## src/rtl/lwub_pkg.sv

```systemverilog
// Package for the longest window under budget block: sizes, widths and the
// command/status structs shared by the controller and the datapath.
// No dependencies.
package lwub_pkg;

  // Ring buffer depth; lengths saturate here.
  localparam int MAX_WINDOW = 1024;

  localparam int PRICE_W  = 10;
  localparam int BUDGET_W = 20;
  localparam int COUNT_W  = 11;

  localparam int PTR_W  = (MAX_WINDOW > 1) ? $clog2(MAX_WINDOW) : 1;
  localparam int LEN_W  = $clog2(MAX_WINDOW + 1);
  localparam int SLOT_W = LEN_W + 1;
  // Window total before trimming is at most budget + one price.
  localparam int SUM_W  = BUDGET_W + 1;

  typedef struct packed {
    logic push;    // take the new item into the window
    logic pop;     // drop the front entry
    logic finish;  // load the result and close the item
  } cmd_t;

  typedef struct packed {
    logic over;    // window non-empty and total above budget
  } status_t;

endpackage

```

## src/rtl/lwub_ctrl.sv

```systemverilog
// Sequencer for the longest window under budget block: input handshake,
// trim loop and output valid. Uses lwub_pkg.
module lwub_ctrl (
  input  logic              clk_i,
  input  logic              rst_ni,
  input  logic              in_valid_i,
  output logic              in_stall_o,
  output logic              out_valid_o,
  input  logic              out_stall_i,
  input  lwub_pkg::status_t status_i,
  output lwub_pkg::cmd_t    cmd_o
);

  typedef enum logic [0:0] {
    S_IDLE,
    S_TRIM
  } state_e;

  state_e state_q, state_d;
  logic   out_valid_q, out_valid_d;
  logic   out_free;

  assign out_free = !out_valid_q || !out_stall_i;

  always_comb begin
    cmd_o       = '0;
    state_d     = state_q;
    out_valid_d = out_valid_q && out_stall_i;
    case (state_q)
      S_IDLE: begin
        if (in_valid_i) begin
          cmd_o.push = 1'b1;
          state_d    = S_TRIM;
        end
      end
      S_TRIM: begin
        if (status_i.over) begin
          cmd_o.pop = 1'b1;
        end else if (out_free) begin
          cmd_o.finish = 1'b1;
          out_valid_d  = 1'b1;
          state_d      = S_IDLE;
        end
      end
      default: begin
        state_d = S_IDLE;
      end
    endcase
  end

  always_ff @(posedge clk_i or negedge rst_ni) begin
    if (!rst_ni) begin
      state_q     <= S_IDLE;
      out_valid_q <= 1'b0;
    end else begin
      state_q     <= state_d;
      out_valid_q <= out_valid_d;
    end
  end

  assign in_stall_o  = (state_q != S_IDLE);
  assign out_valid_o = out_valid_q;

  // A held result is never overwritten.
  a_no_overwrite: assert property (@(posedge clk_i) disable iff (!rst_ni)
    (out_valid_q && out_stall_i) |-> !cmd_o.finish)
    else $error("result overwritten while stalled");

  // Every accepted item is followed by the trim loop.
  a_push_to_trim: assert property (@(posedge clk_i) disable iff (!rst_ni)
    cmd_o.push |=> (state_q == S_TRIM))
    else $error("push did not enter trim");

  // No result is produced while the window is still over budget.
  a_finish_fits: assert property (@(posedge clk_i) disable iff (!rst_ni)
    cmd_o.finish |-> !status_i.over)
    else $error("finish while over budget");

endmodule

```

## config.mk

```make
export PLATFORM = sky130hd
export DESIGN_NAME = lwub_ctrl
export DESIGN_NICKNAME = d
export VERILOG_FILES = /design/src/rtl/lwub_pkg.sv /design/src/rtl/lwub_ctrl.sv
export SDC_FILE = /design/constraint.sdc
export NUM_CORES = 1
export LEC_CHECK = 0
export ABC_AREA = 1
export CORE_AREA = 2 2 39 41
export CTS_CLUSTER_DIAMETER = 80
export DETAILED_ROUTE_END_ITERATION = 7
export DIE_AREA = 0 0 41 43
export DONT_BUFFER_PORTS = 1
export PLACE_DENSITY = 0.3
export SLEW_MARGIN = 20
export SYNTH_ARGS = -nofsm -noshare
export SYNTH_HDL_FRONTEND = slang
export SYNTH_SLANG_ARGS = --single-unit
```

## constraint.sdc

```tcl
create_clock -name clk_i -period 1.69 [get_ports clk_i]
set_input_delay 0.338 -clock clk_i [delete_from_list [all_inputs] [get_ports clk_i]]
set_output_delay 0.338 -clock clk_i [all_outputs]
set_load 0.1 [all_outputs]
```

==> metrics.txt <==
crit path from in_stall_o; Worst Setup End Kind primary output; RePlAce Congestion 0.4566; Tmin final 1.558 ns; gr usage total 5.321%; Max-Cap Viols 0; fmax 0.6420 GHz; maximum VDD drop 0.0005392 V; FF-to-FF End in_stall_o; final hold vios 0; Setup TNS 0 ns; TritonCTS clock tree built; dpl cells 35; Iter 0 DRT Violations 2; ant diodes 0; Die ar. 0.001763 mm^2; dpl ws 0.3606 ns; CP max stage cell dfrtp_4; CP required 1.35 ns; vias per cell 2.949; fillcell total 154; Core Region 0.001384 mm^2; Die Wd 41 um; vias in the first global route 139; Setup Viol. Count Final 0; Num CTS Buffers 3; initial antenna violation count 0; CP bufs+invs 3; sequential fraction of the synthesis area 51.95%; Power Total 453.5 uW; worst reg2reg setup slack 0.81 ns; I/O pin cnt 10; fin area 231.5 um^2; Storage cell area 55.05 um^2; # rows 14; Crit Reg-Reg Startpoint in_stall_o; # DRC 0; Avg Inst Size Synth 6.882 um^2; hold endpoint out_valid_o; critical path arrival 1.22 ns; hold_sp status_i; mapped cell area 96.34 um^2; Slew headroom 81.45%; die height 43 um; Layout area overhead 140.3%; Port Buffers 0; clock skew 0.0004440 ns; first-pass GRT wire length 558 um; share of cells above drive strength 1 56.52%; final std cells w/o fill 39; Worst-path clk slew 0.03 ns; unrepaired setup endpoints after global routing false; number of synthesized register bits 2; starting density of the core 6.962%; critical path type flop to primary output; CTS root buffer clkbuf_4; commonest non-fill, non-tap cell in the layout nand2_1; Routed Antenna Nets 0; clock buffer depth 2; fin nets 30; footprint of the multi-input gates 38.79 um^2; hold depth 1; final setup margin 0.1323 ns; CTS sink cnt 2; CP delay by family, top flip-flops; Ys Warns 0; H-tree levels 1; crit-path cells inv_1, nand2_1, clkinvlp_4, buf_12; clk_lat worst skew 0.22 ns; Overflow after GRT 0; Max Slew Vio Count 0; Post-Place Cell Area 198.9 um^2; post-cts sizing count 0; vias 115; status finished clean; Worst Path Max Fanout 4; syn_nets 19; hold crit path type input port to flop; most frequent cells in the layout nand2_1 (6), clkbuf_4 (3), buf_4 (3); Tcrit/Tclk final 92.17%; power per standard cell area 1959 mW/mm^2; DPL Wire Length 240.6 um; R2R cell count 3; Syn Inst Count 14; Routed WL 307 um; routed len/inst 7.872 um; Leakage 0.1028 nW; Tightest Pin Transition 0.2806 ns; crit-path max cell delay 0.48 ns; startpoint types flop; Yosys cell types 5; pin count of the biggest net entering global routing 5; DRT Pass-1 Iters 2
[Yosys cell counts (all sizes together)]
cell type	n	area (um^2)
dfrtp	2	50.05
nor2	1	3.750
inv	4	15.01
nand2	6	22.52
o21ai	1	5.000
[final cells by class]
type / count / area share, %
tap: 16 / 8.649
clock buffer: 3 / 9.730
sequential: 2 / 23.78
timing repair buffer: 6 / 31.35
multi-input combinational: 8 / 16.76
inverter: 4 / 9.730
[where the power goes]
group	switching [mW]	leakage, nW	internal [mW]	total [mW]
clock	0.0253	0.0138	0.0782	0.103
sequential	0.00996	0.0219	0.0652	0.0752
combinational	0.212	0.0671	0.0624	0.275
[registers in the layout, indices dropped and copies added (netlist names)]
register,flops
in_stall_o,1
out_valid_o,1
[kinds of logic (layout without fill, tap and decap cells)]
| logic type | after synthesis | count (layout) | share of synthesized area, % |
|---|---|---|---|
| buffers and inverters | 4 | 13 | 15.58 |
| AND/OR/NAND/NOR | 7 | 7 | 27.27 |
| AO/OA/AOI/OAI | 1 | 1 | 5.190 |
| flip-flops | 2 | 2 | 51.95 |
[per-stage QoR]
stage               util [%]  hold slack (ns)
CTS                    16.73           0.2165
global placement       14.38          0.04249
detailed placement     14.38          0.04249
global route           16.73           0.2227
finish                 16.73           0.2212
floorplan                  -          0.04241
[worst max path at each step]
stage	cells after the start	endpoint	slack [ns]
after floorplan	3	cmd_o[0]	0.01
after global placement	4	cmd_o[2]	0.37
after detailed placement	4	cmd_o[2]	0.36
after CTS	4	cmd_o[2]	0.11
after global routing	4	cmd_o[2]	0.05
final	4	cmd_o[2]	0.13
[routing by layer]
layer / global-route usage, % / share of wire (%) / vias to the layer above
li1: - / - / 58
met1: 6.109 / 44 / 47
met2: 5.313 / 33 / 10
met3: 4.188 / 22 / 0
met4: 6.000 / 0 / 0
met5: 0 / 0 / -
[worst reg2reg max path, stage by stage, from the launching register on]
cell and delay, ns:
dfrtp_4 0.48, inv_1 0.14, nand2_1 0.12, nand2_1 0.08
[what timing repair did]
action                                 CTS  global route
hold buffers                             1             0
buffers inserted                         0             0
endpoints found under the hold margin    2             0
Note: power is estimated with default switching activity, not from simulation.
